==> config.mk <==
export PLATFORM = sky130hd
export DESIGN_NAME = swd_target_id_reader
export DESIGN_NICKNAME = d
export VERILOG_FILES = /design/src/rtl/swdtid_pkg.sv /design/src/rtl/swd_target_id_reader.sv /design/src/rtl/swdtid_step.sv
export SDC_FILE = /design/constraint.sdc
export NUM_CORES = 1
export LEC_CHECK = 0
export BUFFER_PORTS_ARGS = -buffer_cell sky130_fd_sc_hd__buf_4
export CORE_MARGIN = 3
export CORE_UTILIZATION = 60
export CTS_CLUSTER_SIZE = 10
export DETAILED_ROUTE_END_ITERATION = 8
export PLACE_DENSITY = 0.8
export SLEW_MARGIN = 0
export SYNTH_ARGS = -nofsm -noshare
export SYNTH_HDL_FRONTEND = slang
export SYNTH_SLANG_ARGS = --single-unit
==> constraint.sdc <==
create_clock -name i_clk -period 5.2 [get_ports i_clk]
set_input_delay 0 -clock i_clk [delete_from_list [all_inputs] [get_ports i_clk]]
set_output_delay 0 -clock i_clk [all_outputs]
set_load 0.01 [all_outputs]
==> src/rtl/swdtid_pkg.sv <==
// Shared types, constants and sequence tables for the SWD target ID reader.
package swdtid_pkg;

    localparam logic [8:0] SEQ_BITS  = 9'd264;
    localparam logic [7:0] REQ_TSEL  = 8'h99;
    localparam logic [7:0] REQ_DPIDR = 8'hA5;
    localparam logic [2:0] ACK_OK    = 3'h1;
    localparam logic [2:0] ACK_NONE  = 3'h7;

    localparam logic [1:0] STATUS_OK       = 2'd0;
    localparam logic [1:0] STATUS_ACK_FAIL = 2'd1;
    localparam logic [1:0] STATUS_PARITY   = 2'd2;

    typedef enum logic [4:0] {
        PH_IDLE    = 5'd0,
        PH_SEQ     = 5'd1,
        PH_TSREQ   = 5'd2,
        PH_TURN_R1 = 5'd3,
        PH_TSACK   = 5'd4,
        PH_TURN_W1 = 5'd5,
        PH_TSDATA  = 5'd6,
        PH_TSPAR   = 5'd7,
        PH_IDREQ   = 5'd8,
        PH_TURN_R2 = 5'd9,
        PH_IDACK   = 5'd10,
        PH_TURN_F  = 5'd11,
        PH_ZEROS   = 5'd12,
        PH_IDDATA  = 5'd13,
        PH_IDPAR   = 5'd14,
        PH_TURN_E  = 5'd15,
        PH_LAST    = 5'd16
    } t_phase;

    typedef struct packed {
        t_phase      phase;
        logic [8:0]  bit_index;
        logic        host_drives;
        logic [31:0] target_word;
        logic [31:0] read_shift;
        logic [2:0]  ack_store;
        logic        parity_store;
        logic [1:0]  status_store;
    } t_state;

    typedef struct packed {
        logic        clock_pulse;
        logic        data_drive;
        logic        drive_enable;
        logic        busy_res;
        logic        done_res;
        logic [1:0]  status;
        logic [2:0]  ack_code;
        logic [31:0] id_word;
    } t_result;

    // Dormant wake-up stream, one byte per entry, sent least significant bit first.
    function automatic logic [7:0] wake_byte(input logic [5:0] idx);
        logic [5:0] k;
        k = (idx >= 6'd33) ? idx - 6'd33 : idx;
        case (k)
            6'd0:  wake_byte = 8'hff;
            6'd1:  wake_byte = 8'h75;
            6'd2:  wake_byte = 8'h77;
            6'd3:  wake_byte = 8'h77;
            6'd4:  wake_byte = 8'h67;
            6'd5:  wake_byte = 8'hff;
            6'd6:  wake_byte = 8'h92;
            6'd7:  wake_byte = 8'hf3;
            6'd8:  wake_byte = 8'h09;
            6'd9:  wake_byte = 8'h62;
            6'd10: wake_byte = 8'h95;
            6'd11: wake_byte = 8'h2d;
            6'd12: wake_byte = 8'h85;
            6'd13: wake_byte = 8'h86;
            6'd14: wake_byte = 8'he9;
            6'd15: wake_byte = 8'haf;
            6'd16: wake_byte = 8'hdd;
            6'd17: wake_byte = 8'he3;
            6'd18: wake_byte = 8'ha2;
            6'd19: wake_byte = 8'h0e;
            6'd20: wake_byte = 8'hbc;
            6'd21: wake_byte = 8'h19;
            6'd22: wake_byte = 8'ha0;
            6'd23: wake_byte = 8'hf1;
            6'd32: wake_byte = 8'h00;
            default: wake_byte = 8'hff;
        endcase
    endfunction

endpackage

==> src/rtl/swd_target_id_reader.sv <==
// Top level of the SWD host sequencer that wakes a dormant target and reads its DPIDR.
//
// Each input beat is either a start command or one SWD bit period, and each
// produces exactly one result beat that tells how to drive the clock and data
// lines for that period and reports busy, done, status, acknowledge and the
// ID word. A beat is accepted in every cycle that has input ready high: the
// sequencer state advances in the cycle of acceptance and the result appears
// in the output register on the following cycle. Input ready drops only while
// that output register holds a result that the consumer has not taken.
module swd_target_id_reader
    import swdtid_pkg::*;
(
    input  logic        i_clk,
    input  logic        i_rst_n,
    input  logic        i_in_valid,
    output logic        o_in_ready,
    input  logic        i_func,
    input  logic [31:0] i_target_select,
    input  logic        i_line_sample,
    output logic        o_out_valid,
    input  logic        i_out_ready,
    output logic        o_clock_pulse,
    output logic        o_data_drive,
    output logic        o_drive_enable,
    output logic        o_busy_res,
    output logic        o_done_res,
    output logic [1:0]  o_status,
    output logic [2:0]  o_ack_code,
    output logic [31:0] o_id_word
);

    t_state  r_state;
    t_state  n_state;
    t_result r_result;
    t_result n_result;
    logic    r_out_valid;
    logic    accept;

    assign o_in_ready = !r_out_valid || i_out_ready;
    assign accept     = i_in_valid && o_in_ready;

    swdtid_step u_step (
        .i_state         (r_state),
        .i_func          (i_func),
        .i_target_select (i_target_select),
        .i_line_sample   (i_line_sample),
        .o_next          (n_state),
        .o_result        (n_result)
    );

    always_ff @(posedge i_clk) begin
        if (!i_rst_n) begin
            r_state.phase        <= PH_IDLE;
            r_state.bit_index    <= '0;
            r_state.host_drives  <= 1'b0;
            r_state.target_word  <= '0;
            r_state.read_shift   <= '0;
            r_state.ack_store    <= ACK_NONE;
            r_state.parity_store <= 1'b0;
            r_state.status_store <= STATUS_OK;
            r_out_valid          <= 1'b0;
        end else begin
            if (accept) begin
                r_state <= n_state;
            end
            if (accept) begin
                r_out_valid <= 1'b1;
            end else if (i_out_ready) begin
                r_out_valid <= 1'b0;
            end
        end
    end

    always_ff @(posedge i_clk) begin
        if (accept) begin
            r_result <= n_result;
        end
    end

    assign o_out_valid    = r_out_valid;
    assign o_clock_pulse  = r_result.clock_pulse;
    assign o_data_drive   = r_result.data_drive;
    assign o_drive_enable = r_result.drive_enable;
    assign o_busy_res     = r_result.busy_res;
    assign o_done_res     = r_result.done_res;
    assign o_status       = r_result.status;
    assign o_ack_code     = r_result.ack_code;
    assign o_id_word      = r_result.id_word;

endmodule

==> src/rtl/swdtid_step.sv <==
// Next-state and per-beat result logic of the SWD host sequencer.
module swdtid_step
    import swdtid_pkg::*;
(
    input  t_state      i_state,
    input  logic        i_func,
    input  logic [31:0] i_target_select,
    input  logic        i_line_sample,
    output t_state      o_next,
    output t_result     o_result
);

    always_comb begin
        t_state     n;
        logic       clk;
        logic       dd;
        logic       de;
        logic       done;
        logic       adv;
        logic       wrap;
        logic [8:0] adv_len;
        t_phase     adv_next;
        logic [8:0] bi_inc;
        logic [4:0] bi;
        logic [7:0] wb;

        n        = i_state;
        clk      = 1'b0;
        dd       = 1'b0;
        de       = 1'b0;
        done     = 1'b0;
        adv      = 1'b0;
        wrap     = 1'b0;
        adv_len  = 9'd1;
        adv_next = PH_IDLE;
        bi       = i_state.bit_index[4:0];
        wb       = wake_byte(i_state.bit_index[8:3]);
        bi_inc   = i_state.bit_index + 9'd1;

        if (i_func) begin
            if (i_state.phase == PH_IDLE) begin
                n.target_word  = i_target_select;
                n.read_shift   = '0;
                n.ack_store    = ACK_NONE;
                n.parity_store = 1'b0;
                n.status_store = STATUS_OK;
                n.bit_index    = '0;
                n.host_drives  = 1'b1;
                n.phase        = PH_SEQ;
                dd             = 1'b1;
                de             = 1'b1;
            end else begin
                de = i_state.host_drives;
            end
        end else if (i_state.phase != PH_IDLE) begin
            clk = 1'b1;
            adv = 1'b1;
            case (i_state.phase)
                PH_SEQ: begin
                    de       = 1'b1;
                    dd       = wb[i_state.bit_index[2:0]];
                    adv_len  = SEQ_BITS;
                    adv_next = PH_TSREQ;
                end
                PH_TSREQ: begin
                    de       = 1'b1;
                    dd       = REQ_TSEL[i_state.bit_index[2:0]];
                    adv_len  = 9'd8;
                    adv_next = PH_TURN_R1;
                end
                PH_TURN_R1: begin
                    n.host_drives = 1'b0;
                    adv_next      = PH_TSACK;
                end
                PH_TSACK: begin
                    adv_len  = 9'd3;
                    adv_next = PH_TURN_W1;
                end
                PH_TURN_W1: begin
                    n.host_drives = 1'b1;
                    adv_next      = PH_TSDATA;
                end
                PH_TSDATA: begin
                    de       = 1'b1;
                    dd       = i_state.target_word[bi];
                    adv_len  = 9'd32;
                    adv_next = PH_TSPAR;
                end
                PH_TSPAR: begin
                    de       = 1'b1;
                    dd       = ^i_state.target_word;
                    adv_next = PH_IDREQ;
                end
                PH_IDREQ: begin
                    de       = 1'b1;
                    dd       = REQ_DPIDR[i_state.bit_index[2:0]];
                    adv_len  = 9'd8;
                    adv_next = PH_TURN_R2;
                end
                PH_TURN_R2: begin
                    n.host_drives = 1'b0;
                    n.read_shift  = '0;
                    adv_next      = PH_IDACK;
                end
                PH_IDACK: begin
                    n.read_shift[i_state.bit_index[1:0]] =
                        i_state.read_shift[i_state.bit_index[1:0]] | i_line_sample;
                    adv_len  = 9'd3;
                    adv_next = PH_IDDATA;
                end
                PH_TURN_F: begin
                    n.host_drives = 1'b1;
                    adv_next      = PH_ZEROS;
                end
                PH_ZEROS: begin
                    de       = 1'b1;
                    adv_len  = 9'd32;
                    adv_next = PH_IDLE;
                end
                PH_IDDATA: begin
                    n.read_shift[bi] = i_state.read_shift[bi] | i_line_sample;
                    adv_len          = 9'd32;
                    adv_next         = PH_IDPAR;
                end
                PH_IDPAR: begin
                    n.parity_store = i_line_sample;
                    adv_next       = PH_TURN_E;
                end
                PH_TURN_E: begin
                    n.host_drives = 1'b1;
                    adv_next      = PH_LAST;
                end
                PH_LAST: begin
                    adv            = 1'b0;
                    de             = 1'b1;
                    n.status_store = (i_state.parity_store != ^i_state.read_shift)
                                     ? STATUS_PARITY : STATUS_OK;
                    n.host_drives  = 1'b0;
                    done           = 1'b1;
                    n.bit_index    = '0;
                    n.phase        = PH_IDLE;
                end
                default: begin
                    adv           = 1'b0;
                    clk           = 1'b0;
                    n.phase       = PH_IDLE;
                    n.bit_index   = '0;
                    n.host_drives = 1'b0;
                end
            endcase

            if (adv) begin
                n.bit_index = bi_inc;
                if (bi_inc >= adv_len) begin
                    n.bit_index = '0;
                    n.phase     = adv_next;
                    wrap        = 1'b1;
                end
            end

            if (wrap && i_state.phase == PH_IDACK) begin
                n.ack_store  = n.read_shift[2:0];
                n.read_shift = '0;
                if (n.read_shift[2:0] != ACK_OK && n.ack_store != ACK_OK) begin
                    n.phase = PH_TURN_F;
                end
            end
            if (wrap && i_state.phase == PH_ZEROS) begin
                n.status_store = STATUS_ACK_FAIL;
                n.host_drives  = 1'b0;
                done           = 1'b1;
            end
        end

        o_next                = n;
        o_result.clock_pulse  = clk;
        o_result.data_drive   = dd & de;
        o_result.drive_enable = de;
        o_result.busy_res     = (n.phase != PH_IDLE);
        o_result.done_res     = done;
        o_result.status       = n.status_store;
        o_result.ack_code     = n.ack_store;
        o_result.id_word      = (n.phase == PH_IDLE && n.status_store == STATUS_OK
                                 && n.ack_store == ACK_OK) ? n.read_shift : '0;
    end

endmodule
After elaboration in Yosys (flattened, before gate mapping)
Memories as Yosys holds them, arrays and structs flattened. A register that Yosys moved wholly into a read port is not among the register bits. Cells that the tools add are included. Widths: inputs -> output; s select.

Add/sub/neg operators: 2. $lt $le $gt $ge: 7. Equal/unequal tests: 22. Multiplexer cells: 65. Bitwise logic cells: 4. Reduce and logical (&&, ||, !) cells: 32.

Operator list (count): $pmux 32 s3 (1); $mux 85 (1); $mux 38 (2); $pmux 5 s14 (1); $bwmux 32 (2); $mux 32 (2); $reduce_xor 32->1 (2); $mux 14 (3); $eq 5x4->1 const B (8); $pmux 9 s4 (1); $mux 35 (1); $mux 15 (2); $mux 1 (29); $eq 5x3->1 const B (4); $mux 9 (2); $reduce_or 16->1 (1); $reduce_or 15->1 (1); $mux 3 (4); $reduce_and 4->1 (3); $bmux 1 s5 (2); $eq 5x2->1 const B (2); $logic_not 5->1 (2); $mux 5 (2); $reduce_bool 5->1 (2); other kinds (36) (52).

Bits in registers: 128. ROM bits: 528. Input port bits: 38. Output and inout bits: 44. Logic and storage cells: 152. Memories kept: 3.

Memories: (no name shown) (depth 64, width 8, rd ports 1, clocked after memory_dff 0, wr ports 0, line swdtid_pkg.sv:60) `case (k)`; (no name shown) (depth 8, width 1, rd ports 1, clocked after memory_dff 1, wr ports 0, line swdtid_step.sv:67) `dd = REQ_TSEL[i_state.bit_index[2:0]];`; (no name shown) (depth 8, width 1, rd ports 1, clocked after memory_dff 1, wr ports 0, line swdtid_step.sv:96) `dd = REQ_DPIDR[i_state.bit_index[2:0]];`.

Logic depth before layout (Yosys ltp)
Depth after elaboration: 17. Mapped depth: 18. Gate-level depth less buffers: 14.

Cells and area by module
From an unflattened synthesis, not the netlist that was laid out.

Cells, all modules: 1165. Area, all modules: 9701.8 um2.

Modules (own cells, without submodules): swdtid_step (instances 1, cells each 749, area each 5036.1 um2, sequential area each 0.0 um2); swd_target_id_reader (instances 1, cells each 416, area each 4665.7 um2, sequential area each 2982.9 um2).

Worst setup path after synthesis
No wires, ideal clock.

Path kind: reg2reg. Start: register r_state[74] in the netlist's numbering. End: register r_result, in the netlist o_data_drive (data pin). Setup time: 265 ps. Data arrival time: 3895 ps. Data required time: 4935 ps. Path slack: 1040 ps. Stages on the path, launching flop included: 16. Buffers on the path: 2. Cells stage by stage: dfxtp_1 -> buf_2 -> buf_1 -> inv_1 -> ha_1 -> or4b_1 -> o21ai_0 -> mux2i_1 -> inv_1 -> ha_1 -> nand2b_1 -> a21oi_1 -> a311oi_1 -> o311ai_0 -> a311oi_1 -> or3_1.

RTL lines: start, declared (line swd_target_id_reader.sv:32) `t_state r_state;`; start signal, assigned (line swd_target_id_reader.sv:64) `r_state <= n_state;`; end signal, assigned (line swd_target_id_reader.sv:76) `r_result <= n_result;`; end, declared (line swd_target_id_reader.sv:34) `t_result r_result;`.

Final worst setup path
Start: register r_state[81] in the netlist's numbering. End: register r_result, in the netlist o_id_word[23] (data pin).

Cells in the longest elaborated chain, start to end: 17. Elaborated cells on any way between the ends: 58. Classes of those cells: 1 x order compare; 18 x eq/ne; 27 x mux; 12 x reduce/logical.

Ends and longest elaborated chain: $eq 5x3->1, or another cell as far along (line swdtid_step.sv:58) `case (i_state.phase)`; $reduce_or 3->1 (no line) / $reduce_or 2->1 (equally long branches); $pmux 9 s4 (line swdtid_step.sv:58); $mux 9 (line swdtid_step.sv:55) `end else if (i_state.phase != PH_IDLE) begin`; $mux 9 (line swdtid_step.sv:40) `if (i_func) begin`; $ge 9x9->1 (line swdtid_step.sv:154) `if (bi_inc >= adv_len) begin`; $mux 1 (line swdtid_step.sv:154); $mux 1 (line swdtid_step.sv:152) `if (adv) begin`; $mux 1 (line swdtid_step.sv:55); $mux 1 (line swdtid_step.sv:40); $logic_and 1x1->1, on equally long branches (line swdtid_step.sv:161, swdtid_step.sv:168); $mux 5 / $mux 2 (equally long branches) (line swdtid_step.sv:161, swdtid_step.sv:168); $mux 15 / $mux 38 (equally long branches) (line swdtid_step.sv:55); $mux 15 / $mux 38 (equally long branches) (line swdtid_step.sv:40); $logic_not 5->1 / $logic_not 2->1 (equally long branches) (line swdtid_step.sv:183) `o_result.id_word = (n.phase == PH_IDLE && n.status_store == STATUS_OK`; $logic_and 1x1->1 (line swdtid_step.sv:183); $logic_and 1x1->1 (line swdtid_step.sv:184) `&& n.ack_store == ACK_OK) ? n.read_shift : '0;`.

Parallel ways exist; a longest one is shown, timed or not. The select of a mux whose other input is x is not followed. A chain may end at the register's enable or synchronous reset.

==> metrics.txt <==
status complete, no violations; DP Worst Slack 0.822 ns; drt pass-1 iters 6; Async S/R FF share, synth 0%; Net Count, Synth 1189; clock sinks 130; DRT Wirelength 27000 um; Synth Area in XOR/XNOR 7.11%; Final WS setup 0.742 ns; worst-path cell chain xnor2_1 > nor2_1 > a21oi_1 > or3_1 > and2_1 > ha_1 > nand2b_1 > a221oi_1 > o22a_1 > a32oi_1 > o311ai_1 > o221ai_1 > o2111ai_4 > buf_4 > nor3_2; final net count 1257; post-detail-place hpwl 17300 um; CTS tree yes; period utilization 85.7%; Die Y 130 um; top cells by count, synth 148 x nand2_1, 115 x a21oi_1, 89 x o21ai_0; cell area after synthesis 0.00926 sq mm; met2 Usage GRT 50.8%; number of synthesized flops with an enable pin 42; vias post-DR 9129; # Max-Cap Violations 0; Root Buffer clkbuf_16; largest family of logic cells by synthesized area compound AO/OA/AOI/OAI gates; Horiz. Die Dim 130 um; # diodes 0; Yosys top cell area share 19.0%; final slew viol count 0; initial core utilization 62.5%; worst setup path startpoint r_state[81]; post-synthesis mux area share 5.31%; adder-cell area share of the yosys netlist 2.97%; final setup TNS 0 ns; Core ar. 0.0148 sq mm; Buffers on Ports 81; M3 GR Usage 7.37%; worst skew pair latency 0.43 ns; crit path DAT 4.62 ns; Slew @ Worst Pin 1.19 ns; FF+latch count, synth 130; first-pass GRT wire length 43500 um; worst rel slew slack 20.8%; Critical Path Start Type flop; largest area contributor in the netlist dfxtp_1; RSZ-0062 raised after global routing no; vias in the first global route 8557; f_max 0.224 GHz; skew final 0.0105 ns; Hold Vio Cnt, Final 0; Routed Antenna Nets 0; drt wl/cell 19.4 um; RePlAce Congestion 0.946; Seq/Total Area, Yosys 32.6%; Synth Warn # 0; VDD IR max 259 uV; DRT iter0 DRCs 1120; total track usage 32.3%; total grt overflow 0; Clock Tree Buf Depth 2; Leakage Power 3.71 nW; Worst Hold Launch i_func; GR Util met1 42.0%; Synth Instances 1129; CP max-delay cell dfxtp_1; antenna violations before repair 0; post-CTS sizing 0; row cnt 44; fin crit period 4.46 ns; type of the worst min-delay path in2reg; DRC errors left 0; largest net degree at the start of global routing 68; Syn Area/Cell 8.20 sq um; Area Growth Syn to Fin 16.7%; post-synthesis compound-gate area fraction 23.4%; CTS H-tree depth 4; grt peak-use layer met2; Ports 82; most common cell in the netlist nand2_1; placed cell areas 0.00987 sq mm; P per Cell Area 252 mW/mm^2; mean number of vias per cell 6.55; Worst-path clk slew 0.06 ns; DIE AREA 0.0170 sq mm; TritonCTS buffer count 17; post-CTS setup buffer count 0; Top FF cell, synth dfxtp_1; final setup fails 0; FF-to-FF Start r_state[81]; Total Power 2.72 mW; Synth area leaders dfxtp_1 19%, edfxtp_1 14%, a21oi_1 6.2%; Crit. End Element flop; CP peak stage delay 0.59 ns; Synth cell types 90; final instance area 0.0108 sq mm; Synth Area in Simple Gates 22.9%; Worst EP required 5.36 ns; layout cells sized above 1 17.9%; crit path max fanout 33; Crit Path Class reg2reg
layer usage:
metal | routed length (um) | share of wire, %
met1 | 10700 | 40
met2 | 12500 | 46
met3 | 2740 | 10
met4 | 1020 | 3.8
met5 | 0 | 0
flip-flops by register name, indices dropped and copies added, names as in the netlist, named ones only:
register        flops
o_drive_enable      1
o_clock_pulse       1
o_status            2
o_id_word          32
o_busy_res          1
o_ack_code          3
o_out_valid         1
r_state            85
o_data_drive        1
o_done_res          1
placed cells by master, fill, tap and decap left out, drive strengths merged, types with 4 or more instances in the layout:
cell | netlist | routed
mux2i | 21 | 21
nor3 | 49 | 49
nor4 | 10 | 10
a21boi | 4 | 4
a32oi | 20 | 20
a22oi | 18 | 18
mux4 | 11 | 11
dlygate4sd3 | 0 | 36
xnor2 | 62 | 62
nand2 | 148 | 148
nand4 | 4 | 4
xor2 | 8 | 8
buf | 32 | 109
a21oi | 115 | 115
inv | 20 | 29
o21a | 8 | 8
a211oi | 10 | 10
dfxtp | 88 | 88
nor2 | 89 | 89
clkbuf | 64 | 21
a221oi | 4 | 4
o21ai | 94 | 94
or3 | 12 | 12
nand3 | 53 | 53
o311ai | 7 | 7
o31ai | 5 | 5
a31oi | 10 | 10
a22o | 4 | 4
and2 | 10 | 10
and3 | 5 | 5
edfxtp | 42 | 42
ha | 22 | 22
nand2b | 10 | 10
o22ai | 5 | 5
nor2b | 12 | 12
a311oi | 5 | 5
path summary, 6_finish.rpt:
kind | end | slack, ns | depth (start not counted)
max reg2reg | o_id_word[23] | 0.74 | 15
min reg2reg | r_state[3] | 0.48 | 2
min | o_drive_enable | 0.06 | 3
max | o_id_word[23] | 0.74 | 15
cells by family after synthesis:
group	Yosys count
and+or+nand+nor	418
AOI/OAI and AO/OA	336
DFF	130
buffers and inverters	116
xor gates and xnor gates	72
muxes	35
adders and majority gates	22
where the power goes:
part / switching [mW] / total, mW / internal [mW]
clock: 0.484 / 1.17 / 0.689
combinational: 0.258 / 0.437 / 0.179
sequential: 0.0259 / 1.11 / 1.09
final cells by class:
class                      count  area (sq um)
inverter                      20          75.1
fill                        1128          4000
clock inverter                11          85.1
clock buffer                  21           493
timing repair buffer         145          1180
multi-input combinational    883          5730
sequential                   130          3020
tap                          184           230
stage by stage:
stage | hold slack, ns | std cells | util, %
after detailed placement | 0.256 | 1326 | 66.7
after global placement | 0.247 | 1326 | 66.7
after CTS | 0.0389 | 1394 | 73.0
after global routing | 0.0739 | 1394 | 73.0
after floorplan | 0.129 | 1129 | -
final | 0.0569 | 1394 | 73.0
critical path, delay by kind of cell, from the launching register on:
family	cells	cell delay, ns
compound gates	7	1.77
simple gates	5	0.86
flops	1	0.59
buf+inv	1	0.51
fa+ha+maj	1	0.26
xor+xnor	1	0.17
what timing repair did:
action / CTS / global route
hold buffers: 36 / 0
endpoints found under the hold margin: 45 / 0
endpoints found under the setup margin: 0 / 0
Power figures use the tool's default switching activity.
